File: src/rtl/obd_pid_responder_top_macros.svh
// Assertion macros for the OBD PID responder.
// Included by the top level; depends on nothing else.
`ifndef OBD_PID_RESPONDER_TOP_MACROS_SVH
`define OBD_PID_RESPONDER_TOP_MACROS_SVH

// Same-cycle implication, sampled on clk and off while rst_n is low.
`define OBD_ASSERT_NOW(label, ante, cons, msg) \
  label: assert property (@(posedge clk) disable iff (!rst_n) (ante) |-> (cons)) \
    else $error(msg);

// Next-cycle implication, sampled on clk and off while rst_n is low.
`define OBD_ASSERT_NEXT(label, ante, cons, msg) \
  label: assert property (@(posedge clk) disable iff (!rst_n) (ante) |=> (cons)) \
    else $error(msg);

`endif

File: src/rtl/obd_pkg.sv
// Shared types for the OBD PID responder: command codes, the telemetry
// state record and the reply record. No dependencies.
package obd_pkg;

  typedef enum logic [1:0] {
    CMD_UPDATE = 2'd0,
    CMD_MODE01 = 2'd1,
    CMD_MODE22 = 2'd2
  } obd_cmd_t;

  // Telemetry held in Q8 unless noted; temperatures and spark advance are
  // two's complement, the rest are non-negative.
  typedef struct packed {
    logic [21:0] engine_speed;
    logic [15:0] vehicle_speed;
    logic [16:0] coolant_temp;
    logic [16:0] intake_temp;
    logic [14:0] engine_load;
    logic [14:0] throttle_pos;
    logic [15:0] manifold_pressure;
    logic [17:0] air_flow;
    logic [15:0] spark_advance;
    logic [16:0] oil_temp;
    logic [14:0] battery_volts;
    logic [14:0] fuel_level;
    logic [15:0] run_seconds;   // whole seconds
    logic [5:0]  lamp_flags;
  } obd_state_t;

  typedef struct packed {
    logic        has_result;
    logic        status;
    logic [7:0]  service;
    logic [15:0] id;
    logic [2:0]  count;
    logic [31:0] payload;
  } obd_reply_t;

endpackage

File: src/rtl/obd_state.sv
// Telemetry register file of the OBD PID responder: clamps and stores one
// update per cycle. Depends on obd_pkg.
module obd_state
  import obd_pkg::*;
(
  input  logic               clk,
  input  logic               rst_n,
  input  logic               upd_en,
  input  logic [4:0]         quantity,
  input  logic signed [31:0] new_value,
  output obd_state_t         state
);

  localparam logic [4:0] Q_ENGINE_SPEED = 5'd0;
  localparam logic [4:0] Q_VEHICLE_SPEED = 5'd1;
  localparam logic [4:0] Q_COOLANT = 5'd2;
  localparam logic [4:0] Q_INTAKE = 5'd3;
  localparam logic [4:0] Q_LOAD = 5'd4;
  localparam logic [4:0] Q_THROTTLE = 5'd5;
  localparam logic [4:0] Q_MANIFOLD = 5'd6;
  localparam logic [4:0] Q_AIR_FLOW = 5'd7;
  localparam logic [4:0] Q_SPARK = 5'd8;
  localparam logic [4:0] Q_OIL = 5'd9;
  localparam logic [4:0] Q_VOLTS = 5'd10;
  localparam logic [4:0] Q_FUEL = 5'd11;
  localparam logic [4:0] Q_RUN_SECONDS = 5'd12;
  localparam logic [4:0] Q_LAMP_FIRST = 5'd13;
  localparam logic [4:0] Q_LAMP_LAST = 5'd18;

  obd_state_t state_r, state_nxt;

  function automatic logic [31:0] clamp_q8(logic signed [31:0] v,
                                          logic signed [31:0] lo,
                                          logic signed [31:0] hi);
    logic [31:0] res;
    if (v < lo) res = lo;
    else if (v > hi) res = hi;
    else res = v;
    return res;
  endfunction

  logic [31:0] run_clamped;
  logic [4:0]  lamp_idx;

  always_comb begin
    run_clamped = clamp_q8(new_value, 32'sd0, 32'sd16776960);
    lamp_idx = quantity - Q_LAMP_FIRST;
    state_nxt = state_r;
    if (upd_en) begin
      case (quantity)
        Q_ENGINE_SPEED:
          state_nxt.engine_speed = 22'(clamp_q8(new_value, 32'sd0, 32'sd4194240));
        Q_VEHICLE_SPEED:
          state_nxt.vehicle_speed = 16'(clamp_q8(new_value, 32'sd0, 32'sd65280));
        Q_COOLANT:
          state_nxt.coolant_temp = 17'(clamp_q8(new_value, -32'sd10240, 32'sd55040));
        Q_INTAKE:
          state_nxt.intake_temp = 17'(clamp_q8(new_value, -32'sd10240, 32'sd55040));
        Q_LOAD:
          state_nxt.engine_load = 15'(clamp_q8(new_value, 32'sd0, 32'sd25600));
        Q_THROTTLE:
          state_nxt.throttle_pos = 15'(clamp_q8(new_value, 32'sd0, 32'sd25600));
        Q_MANIFOLD:
          state_nxt.manifold_pressure = 16'(clamp_q8(new_value, 32'sd0, 32'sd65280));
        Q_AIR_FLOW:
          state_nxt.air_flow = 18'(clamp_q8(new_value, 32'sd0, 32'sd167769));
        Q_SPARK:
          state_nxt.spark_advance = 16'(clamp_q8(new_value, -32'sd16384, 32'sd16256));
        Q_OIL:
          state_nxt.oil_temp = 17'(clamp_q8(new_value, -32'sd10240, 32'sd55040));
        Q_VOLTS:
          state_nxt.battery_volts = 15'(clamp_q8(new_value, 32'sd0, 32'sd16640));
        Q_FUEL:
          state_nxt.fuel_level = 15'(clamp_q8(new_value, 32'sd0, 32'sd25600));
        Q_RUN_SECONDS:
          state_nxt.run_seconds = run_clamped[23:8];
        default: begin
          // Lamp quantities turn on at one half or more.
          if (quantity >= Q_LAMP_FIRST && quantity <= Q_LAMP_LAST) begin
            state_nxt.lamp_flags[lamp_idx[2:0]] = (new_value >= 32'sd128);
          end
        end
      endcase
    end
  end

  always_ff @(posedge clk) begin
    if (!rst_n) begin
      state_r.engine_speed <= 22'd230400;
      state_r.vehicle_speed <= 16'd0;
      state_r.coolant_temp <= 17'd20480;
      state_r.intake_temp <= 17'd7168;
      state_r.engine_load <= 15'd3072;
      state_r.throttle_pos <= 15'd0;
      state_r.manifold_pressure <= 16'd8960;
      state_r.air_flow <= 18'd896;
      state_r.spark_advance <= 16'd2048;
      state_r.oil_temp <= 17'd21760;
      state_r.battery_volts <= 15'd3533;
      state_r.fuel_level <= 15'd19200;
      state_r.run_seconds <= 16'd120;
      state_r.lamp_flags <= 6'd0;
    end else begin
      state_r <= state_nxt;
    end
  end

  assign state = state_r;

endmodule

File: src/rtl/obd_resp.sv
// Reply formatter of the OBD PID responder: decodes a mode 01 or mode 22
// query against the telemetry state. Pure logic; depends on obd_pkg.
module obd_resp
  import obd_pkg::*;
(
  input  logic [1:0]  command,
  input  logic [15:0] request_id,
  input  obd_state_t  state,
  output obd_reply_t  reply
);

  localparam logic [7:0] PID_MASK_01_20 = 8'h00;
  localparam logic [7:0] PID_STATUS = 8'h01;
  localparam logic [7:0] PID_LOAD = 8'h04;
  localparam logic [7:0] PID_COOLANT = 8'h05;
  localparam logic [7:0] PID_MANIFOLD = 8'h0B;
  localparam logic [7:0] PID_RPM = 8'h0C;
  localparam logic [7:0] PID_SPEED = 8'h0D;
  localparam logic [7:0] PID_SPARK = 8'h0E;
  localparam logic [7:0] PID_INTAKE = 8'h0F;
  localparam logic [7:0] PID_MAF = 8'h10;
  localparam logic [7:0] PID_THROTTLE = 8'h11;
  localparam logic [7:0] PID_RUN_TIME = 8'h1F;
  localparam logic [7:0] PID_MASK_21_40 = 8'h20;
  localparam logic [7:0] PID_FUEL = 8'h2F;
  localparam logic [7:0] PID_LAMP_FIRST = 8'h30;
  localparam logic [7:0] PID_LAMP_LAST = 8'h35;
  localparam logic [7:0] PID_LAMPS = 8'h3A;
  localparam logic [7:0] PID_MASK_41_60 = 8'h40;
  localparam logic [7:0] PID_VOLTS = 8'h42;
  localparam logic [7:0] PID_OIL = 8'h5C;
  localparam logic [15:0] DID_LAMP_FIRST = 16'h1001;
  localparam logic [15:0] DID_LAMP_LAST = 16'h1006;
  localparam logic [15:0] DID_LAMPS = 16'h100A;
  localparam logic [31:0] MASK_01_20 = 32'h983F8003;
  localparam logic [31:0] MASK_21_40 = 32'h0003F801;
  localparam logic [31:0] MASK_41_60 = 32'h40000011;
  localparam logic [31:0] STATUS_MIL = 32'h81000000;
  localparam logic [7:0] SVC_MODE01 = 8'h41;
  localparam logic [7:0] SVC_MODE22 = 8'h62;

  // floor(v * 255 / 25600): the divide by 100 is a multiply by 5243 / 2^19,
  // exact for every value up to 25500.
  function automatic logic [7:0] pct_byte(logic [14:0] v);
    logic [22:0] scaled;
    logic [27:0] prod;
    scaled = {v, 8'd0} - {8'd0, v};
    prod = 28'(scaled[22:8]) * 28'd5243;
    return prod[26:19];
  endfunction

  function automatic logic [7:0] temp_byte(logic [16:0] v);
    logic [16:0] shifted;
    shifted = v + 17'd10240;
    return shifted[15:8];
  endfunction

  logic [7:0]  pid;
  logic [7:0]  pid_off;
  logic [15:0] did_off;
  logic [24:0] maf_prod;
  logic [23:0] volt_prod;
  logic [15:0] spark_shift;
  logic [31:0] data;
  logic [2:0]  count;
  logic [7:0]  service;
  logic [15:0] id;

  always_comb begin
    pid = request_id[7:0];
    pid_off = pid - PID_LAMP_FIRST;
    did_off = request_id - DID_LAMP_FIRST;
    maf_prod = 25'(state.air_flow) * 25'd100;
    volt_prod = 24'(state.battery_volts) * 24'd1000;
    spark_shift = state.spark_advance + 16'd16384;
    data = 32'd0;
    count = 3'd0;
    service = 8'd0;
    id = 16'd0;
    reply.has_result = 1'b1;
    case (obd_cmd_t'(command))
      CMD_MODE01: begin
        service = SVC_MODE01;
        id = {8'd0, pid};
        case (pid)
          PID_MASK_01_20: begin data = MASK_01_20; count = 3'd4; end
          PID_MASK_21_40: begin data = MASK_21_40; count = 3'd4; end
          PID_MASK_41_60: begin data = MASK_41_60; count = 3'd4; end
          PID_STATUS: begin
            data = state.lamp_flags[5] ? STATUS_MIL : 32'd0;
            count = 3'd4;
          end
          PID_LOAD: begin data = {pct_byte(state.engine_load), 24'd0}; count = 3'd1; end
          PID_COOLANT: begin data = {temp_byte(state.coolant_temp), 24'd0}; count = 3'd1; end
          PID_MANIFOLD: begin data = {state.manifold_pressure[15:8], 24'd0}; count = 3'd1; end
          PID_RPM: begin data = {state.engine_speed[21:6], 16'd0}; count = 3'd2; end
          PID_SPEED: begin data = {state.vehicle_speed[15:8], 24'd0}; count = 3'd1; end
          PID_SPARK: begin data = {spark_shift[14:7], 24'd0}; count = 3'd1; end
          PID_INTAKE: begin data = {temp_byte(state.intake_temp), 24'd0}; count = 3'd1; end
          PID_MAF: begin data = {maf_prod[23:8], 16'd0}; count = 3'd2; end
          PID_THROTTLE: begin data = {pct_byte(state.throttle_pos), 24'd0}; count = 3'd1; end
          PID_RUN_TIME: begin data = {state.run_seconds, 16'd0}; count = 3'd2; end
          PID_FUEL: begin data = {pct_byte(state.fuel_level), 24'd0}; count = 3'd1; end
          PID_LAMPS: begin data = {2'd0, state.lamp_flags, 24'd0}; count = 3'd1; end
          PID_VOLTS: begin data = {volt_prod[23:8], 16'd0}; count = 3'd2; end
          PID_OIL: begin data = {temp_byte(state.oil_temp), 24'd0}; count = 3'd1; end
          default: begin
            if (pid >= PID_LAMP_FIRST && pid <= PID_LAMP_LAST) begin
              data = {7'd0, state.lamp_flags[pid_off[2:0]], 24'd0};
              count = 3'd1;
            end
          end
        endcase
      end
      CMD_MODE22: begin
        service = SVC_MODE22;
        id = request_id;
        if (request_id >= DID_LAMP_FIRST && request_id <= DID_LAMP_LAST) begin
          data = {7'd0, state.lamp_flags[did_off[2:0]], 24'd0};
          count = 3'd1;
        end else if (request_id == DID_LAMPS) begin
          data = {2'd0, state.lamp_flags, 24'd0};
          count = 3'd1;
        end
      end
      default: reply.has_result = 1'b0;
    endcase

    // An unknown PID or DID answers with every field but status cleared.
    reply.status = (count == 3'd0);
    reply.service = reply.status ? 8'd0 : service;
    reply.id = reply.status ? 16'd0 : id;
    reply.count = count;
    reply.payload = data;
  end

endmodule

File: src/rtl/obd_pid_responder_top.sv
// Top level of the OBD PID responder: input register, state file, reply
// formatter and output register. Depends on obd_pkg, obd_state, obd_resp
// and obd_pid_responder_top_macros.svh.
//
// Use: each input beat is an update (command 0) or a query (mode 01 or
// mode 22). An update writes one telemetry quantity and gives no result
// beat; each query gives exactly one result beat, including a no-data
// beat for an unknown PID or DID. Command code 3 is dropped silently.
// Both channels use valid/stall; a beat moves when valid is high and stall
// is low. A taken beat sits in the input register, is decoded there by
// combinational logic and is captured in the output register, which
// raises out_valid, once that register is free. One beat per cycle is
// sustained in both directions while out_stall stays low; the data path
// is one pass of clamp or scaling logic between the two registers, while
// out_stall reaches in_stall through a few gates in the same cycle.
// Updates take effect at the edge they leave the input register, so the
// very next query already sees the new value.
// While out_stall holds a result, the output register keeps it; a query
// waiting behind it raises in_stall, while updates keep draining.
// Reset (rst_n low at a clock edge) empties both registers and restores
// the power-on telemetry values.
`include "obd_pid_responder_top_macros.svh"

module obd_pid_responder_top
  import obd_pkg::*;
(
  input  logic               clk,
  input  logic               rst_n,
  input  logic               in_valid,
  output logic               in_stall,
  input  logic [1:0]         in_command,
  input  logic [4:0]         in_quantity,
  input  logic signed [31:0] in_new_value,
  input  logic [15:0]        in_request_id,
  output logic               out_valid,
  input  logic               out_stall,
  output logic               out_status,
  output logic [7:0]         out_reply_service,
  output logic [15:0]        out_reply_id,
  output logic [2:0]         out_byte_count,
  output logic [31:0]        out_payload
);

  // Input register.
  logic               s1_valid_r;
  logic [1:0]         s1_command_r;
  logic [4:0]         s1_quantity_r;
  logic signed [31:0] s1_new_value_r;
  logic [15:0]        s1_request_id_r;

  // Output register.
  logic       out_valid_r;
  obd_reply_t out_r;

  obd_state_t state;
  obd_reply_t reply;
  logic       out_free;
  logic       s1_adv;
  logic       upd_en;

  // The output register can take a new result when it is empty or its
  // current beat leaves this cycle. An item that makes no result never
  // waits on it.
  assign out_free = !out_valid_r || !out_stall;
  assign s1_adv = s1_valid_r && (!reply.has_result || out_free);
  assign in_stall = s1_valid_r && !s1_adv;
  assign upd_en = s1_adv && (s1_command_r == CMD_UPDATE);

  always_ff @(posedge clk) begin
    if (!rst_n) begin
      s1_valid_r <= 1'b0;
    end else if (!in_stall) begin
      s1_valid_r <= in_valid;
    end
  end

  always_ff @(posedge clk) begin
    if (in_valid && !in_stall) begin
      s1_command_r <= in_command;
      s1_quantity_r <= in_quantity;
      s1_new_value_r <= in_new_value;
      s1_request_id_r <= in_request_id;
    end
  end

  obd_state u_state (
    .clk       (clk),
    .rst_n     (rst_n),
    .upd_en    (upd_en),
    .quantity  (s1_quantity_r),
    .new_value (s1_new_value_r),
    .state     (state)
  );

  obd_resp u_resp (
    .command    (s1_command_r),
    .request_id (s1_request_id_r),
    .state      (state),
    .reply      (reply)
  );

  always_ff @(posedge clk) begin
    if (!rst_n) begin
      out_valid_r <= 1'b0;
    end else if (out_free) begin
      out_valid_r <= s1_adv && reply.has_result;
    end
  end

  always_ff @(posedge clk) begin
    if (s1_adv && reply.has_result) begin
      out_r <= reply;
    end
  end

  assign out_valid = out_valid_r;
  assign out_status = out_r.status;
  assign out_reply_service = out_r.service;
  assign out_reply_id = out_r.id;
  assign out_byte_count = out_r.count;
  assign out_payload = out_r.payload;

  // A query that leaves the input register always lands in the output register.
  `OBD_ASSERT_NEXT(a_query_lands, s1_adv && reply.has_result, out_valid_r, "query result lost")
  // The input side only stalls behind a result that is itself held.
  `OBD_ASSERT_NOW(a_stall_cause, in_stall, s1_valid_r && out_valid_r && out_stall, "spurious in_stall")
  // A no-data beat carries nothing; a data beat carries at least one byte.
  `OBD_ASSERT_NOW(a_no_data_form, out_valid_r, (out_r.status == (out_r.count == 3'd0)) && (!out_r.status || (out_r.service == 8'd0 && out_r.payload == 32'd0)), "malformed reply")

endmodule

File: config.mk
export PLATFORM = sky130hd
export DESIGN_NAME = obd_pid_responder_top
export DESIGN_NICKNAME = d
export VERILOG_FILES = /design/src/rtl/obd_pkg.sv /design/src/rtl/obd_state.sv /design/src/rtl/obd_resp.sv /design/src/rtl/obd_pid_responder_top.sv
export VERILOG_INCLUDE_DIRS = /design/src /design/src/rtl
export SDC_FILE = /design/constraint.sdc
export NUM_CORES = 2
export LEC_CHECK = 0
export BUFFER_PORTS_ARGS = -buffer_cell sky130_fd_sc_hd__buf_2
export CORE_MARGIN = 1.5
export CORE_UTILIZATION = 57
export CTS_BUF_LIST = sky130_fd_sc_hd__clkbuf_8
export DETAILED_ROUTE_END_ITERATION = 7
export PLACE_DENSITY = 0.78
export SYNTH_ARGS = -nofsm -noshare
export SYNTH_HDL_FRONTEND = slang
export SYNTH_SLANG_ARGS = --single-unit
File: constraint.sdc
create_clock -name clk -period 9.2 [get_ports clk]
set_input_delay 0.92 -clock clk [delete_from_list [all_inputs] [get_ports clk]]
set_output_delay 0.92 -clock clk [all_outputs]
set_load 0.05 [all_outputs]
==> flow_metrics.py <==
metrics = {
    "cts": {
        "numCtsBuffers": 42,
        "cts_tree": "done",
        "htreeDepth": 2,
        "cts-root-buf": "clkbuf_8",
        "clkLatencyLatePin_ns": 0.60,
        "clock-sinks": 265,
        "cts_resized": 0,
        "cts_buffer_depth": 3,
        "clkTransAtPathRegs_ns": 0.07,
        "holdBufCountCts": 0,
        "cts_setup_buffers": 0,
    },
    "die": {
        "dieArea_um2": 49600,
        "core_area_um2": 47600,
        "die_h_um": 223,
        "num_rows": 80,
        "boundaryPins": 121,
        "die-width_um": 223,
        "initial_core_util_pct": 57.8,
    },
    "synth": {
        "syn_area_per_cell_um2": 9.29,
        "yosys.area_share.xor_xnor_pct": 4.10,
        "synth_cell_types": 89,
        "synth-simple-area-share_pct": 13.6,
        "ys_top_cells_by_area": "ha_1 19%, fa_1 18%, dfxtp_1 12%",
        "synth_top_family_by_area": "adder cells",
        "netlist_area_um2": 27500,
        "synthFlopType": "dfxtp_1",
        "synth_mux_area_share_pct": 0.932,
        "async_flop_share_pct": 0,
        "synth.top_cell.area_share_pct": 19.4,
        "synth-edff-count": 99,
        "synth_fa_ha_area_share_pct": 37.4,
        "synth_compound_area_share_pct": 12.2,
        "ys_ff_latch": 265,
        "ys_warn_count": 0,
        "synth_top_area_cell": "ha_1",
        "yosysSeqAreaShare_pct": 22.9,
        "syn-instance-count": 2962,
    },
    "global_route": {
        "grt_pass1_wl_mm": 114,
        "grt_util_all_layers_pct": 28.9,
        "grt-ovfl-total": 0,
        "grt_pass1_vias": 21800,
        "grt_max_degree": 87,
        "antenna_found_initial": 2,
    },
    "layout": {
        "final_common_cell": "inv_1",
        "instances_no_fill": 3689,
        "design_area_um2": 29400,
        "drive_above_1_share_pct": 7.49,
        "fillers": 4014,
        "layout.nets": 3773,
        "final_cell_mix": "523 x inv_1, 427 x ha_1, 248 x fa_1",
        "area_growth_pct": 6.99,
    },
    "power_and_ir_drop": {
        "ir_worst_vdd_mv": 0.121,
        "cellLeakagePower_uw": 0.0146,
        "pwr_density_cell_nw_per_um2": 86.3,
    },
    "critical_path": {
        "ff2ff_path_depth": 32,
        "worst_setup_path_start_kind": "flop",
        "r2r_start": "u_state.state[128]",
        "worstPathMaxFanout": 9,
        "end_kind": "flop",
        "crit_top_cell": "inv_1",
        "critPathLaunch": "u_state.state[128]",
        "arrival_ns": 8.90,
        "crit_family": "compound AO/OA/AOI/OAI gates",
        "slowest_delay_ns": 0.60,
        "critical_path_class": "flop to flop",
        "path_buf_inv": 6,
        "cpMaxStageDelayCell": "o41ai_1",
        "cp.depth": 32,
        "cp_data_required_time_ns": 9.50,
    },
    "hold_path": {
        "hold_depth": 2,
        "min_path_type": "flop to flop",
        "hold_start": "u_state.state[129]",
    },
    "sta": {
        "relSlewSlack_pct": 17.7,
        "finClkSkew_ns": 0.0328,
        "finalSetupViolations": 0,
        "worst_slack_ns": 0.601,
        "fin_setup_tns_ns": 0,
        "grt_setup_unrepaired": "no",
        "fmax_mhz": 116,
        "period_share_pct": 93.5,
        "tightest_slew_ns": 1.22,
        "fin_crit_ns": 8.60,
        "slew_violations": 0,
        "hold_violations": 0,
    },
    "placement": {
        "placed_cells": 3610,
        "placed_area_um2": 28600,
        "port_buffers": 108,
        "gp_congestion": 0.950,
        "dpl.hpwl_mm": 56.8,
        "place_ws_ns": 0.710,
    },
    "drt": {
        "viasPerCell": 5.77,
        "drt-pass1-iter-count": 6,
        "drt_wl_total_mm": 70.6,
        "post_drt_wl_per_cell_um": 19.1,
        "vias": 21300,
        "drt_iter0_markers": 1678,
        "drc_errors": 0,
        "ant_nets": 0,
    },
    "run": {
        "max_cap_violations": 0,
    },
    "outcome": {
        "status": "completed",
    },
}
-- worst paths after layout --
check	endpoint	slack [ns]
hold / removal	u_state.state[129]	0.46
setup reg to reg	out_payload[31]	0.60
hold reg to reg	u_state.state[129]	0.46
setup / recovery	out_payload[31]	0.60
-- metal layers --
metal / vias up / share of wire [%] / routed length, µm / GRT usage (%)
met4: 0 / 3.9 / 2720 / 11.1
li1: 10100 / - / - / -
met5: - / 0 / 0 / 0
met3: 154 / 6.5 / 4550 / 3.74
met1: 10400 / 42 / 29400 / 37.6
met2: 683 / 48 / 33900 / 49.0
-- layout make-up --
cell class | count | area [µm²] | area share [%]
antenna | 2 | 5.00 | 0.0170
inverter | 518 | 1940 | 6.60
multi-input combinational | 2083 | 18900 | 64.0
sequential | 265 | 6300 | 21.4
timing repair buffer | 129 | 701 | 2.38
clock buffer | 49 | 674 | 2.29
clock inverter | 28 | 199 | 0.676
tap | 615 | 769 | 2.61
-- flip-flops by register name, indices dropped and copies added, names as in the netlist --
name,count
s1_valid_r,1
out_reply_id,16
s1_command_r,2
out_valid,1
s1_request_id_r,16
u_state.state,164
out_reply_service,3
out_status,1
out_payload,21
out_byte_count,3
s1_quantity_r,5
s1_new_value_r,32
-- logic make-up (layout without fill, tap and decap cells) --
kind of cell | Yosys count | after routing
AOI/OAI and AO/OA | 494 | 494
DFF | 265 | 265
other | 1 | 15
muxes | 23 | 23
adders and majority gates | 675 | 675
buffers and inverters | 626 | 724
and+or+nand+nor | 754 | 754
xor gates and xnor gates | 124 | 124
-- Yosys cell counts (all sizes together), types with 17 or more instances --
cell / count
fa: 248
dfxtp: 166
nand2b: 20
buf: 37
nor2: 146
a22oi: 31
o211ai: 26
mux2i: 20
a221oi: 17
and2: 34
nor3: 58
edfxtp: 99
nor2b: 71
xnor2: 96
nand3: 80
ha: 427
nand4: 22
inv: 518
and3: 24
a21oi: 111
o21bai: 21
nand2: 225
a21o: 30
xor2: 26
o21ai: 98
clkbuf: 71
a21boi: 48
-- worst reg2reg max path: cells and delay by family, from the launching register on --
kind                       cells  cell delay [ns]
AOI/OAI and AO/OA             11             2.77
xor gates and xnor gates       1             0.34
adders and majority gates      7             2.70
buffers and inverters          6             0.41
DFF                            1             0.39
and+or+nand+nor                7             1.72
-- stage by stage --
step                      hold slack [ns]  total power (µW)  util [%]
after floorplan                     0.435              1440         -
after global placement              0.451              1500      60.0
after detailed placement            0.458              1510      60.0
after CTS                           0.466              2550      61.8
after global routing                0.482              2620      61.8
final                               0.465              2540      61.8
-- where the power goes --
group / internal (µW) / switching, µW / leakage [µW]
logic: 74.1 / 149 / 0.0118
clock network: 549 / 504 / 0.000472
registers: 1240 / 28.7 / 0.00233
Note: power is estimated with default switching activity, not from simulation.
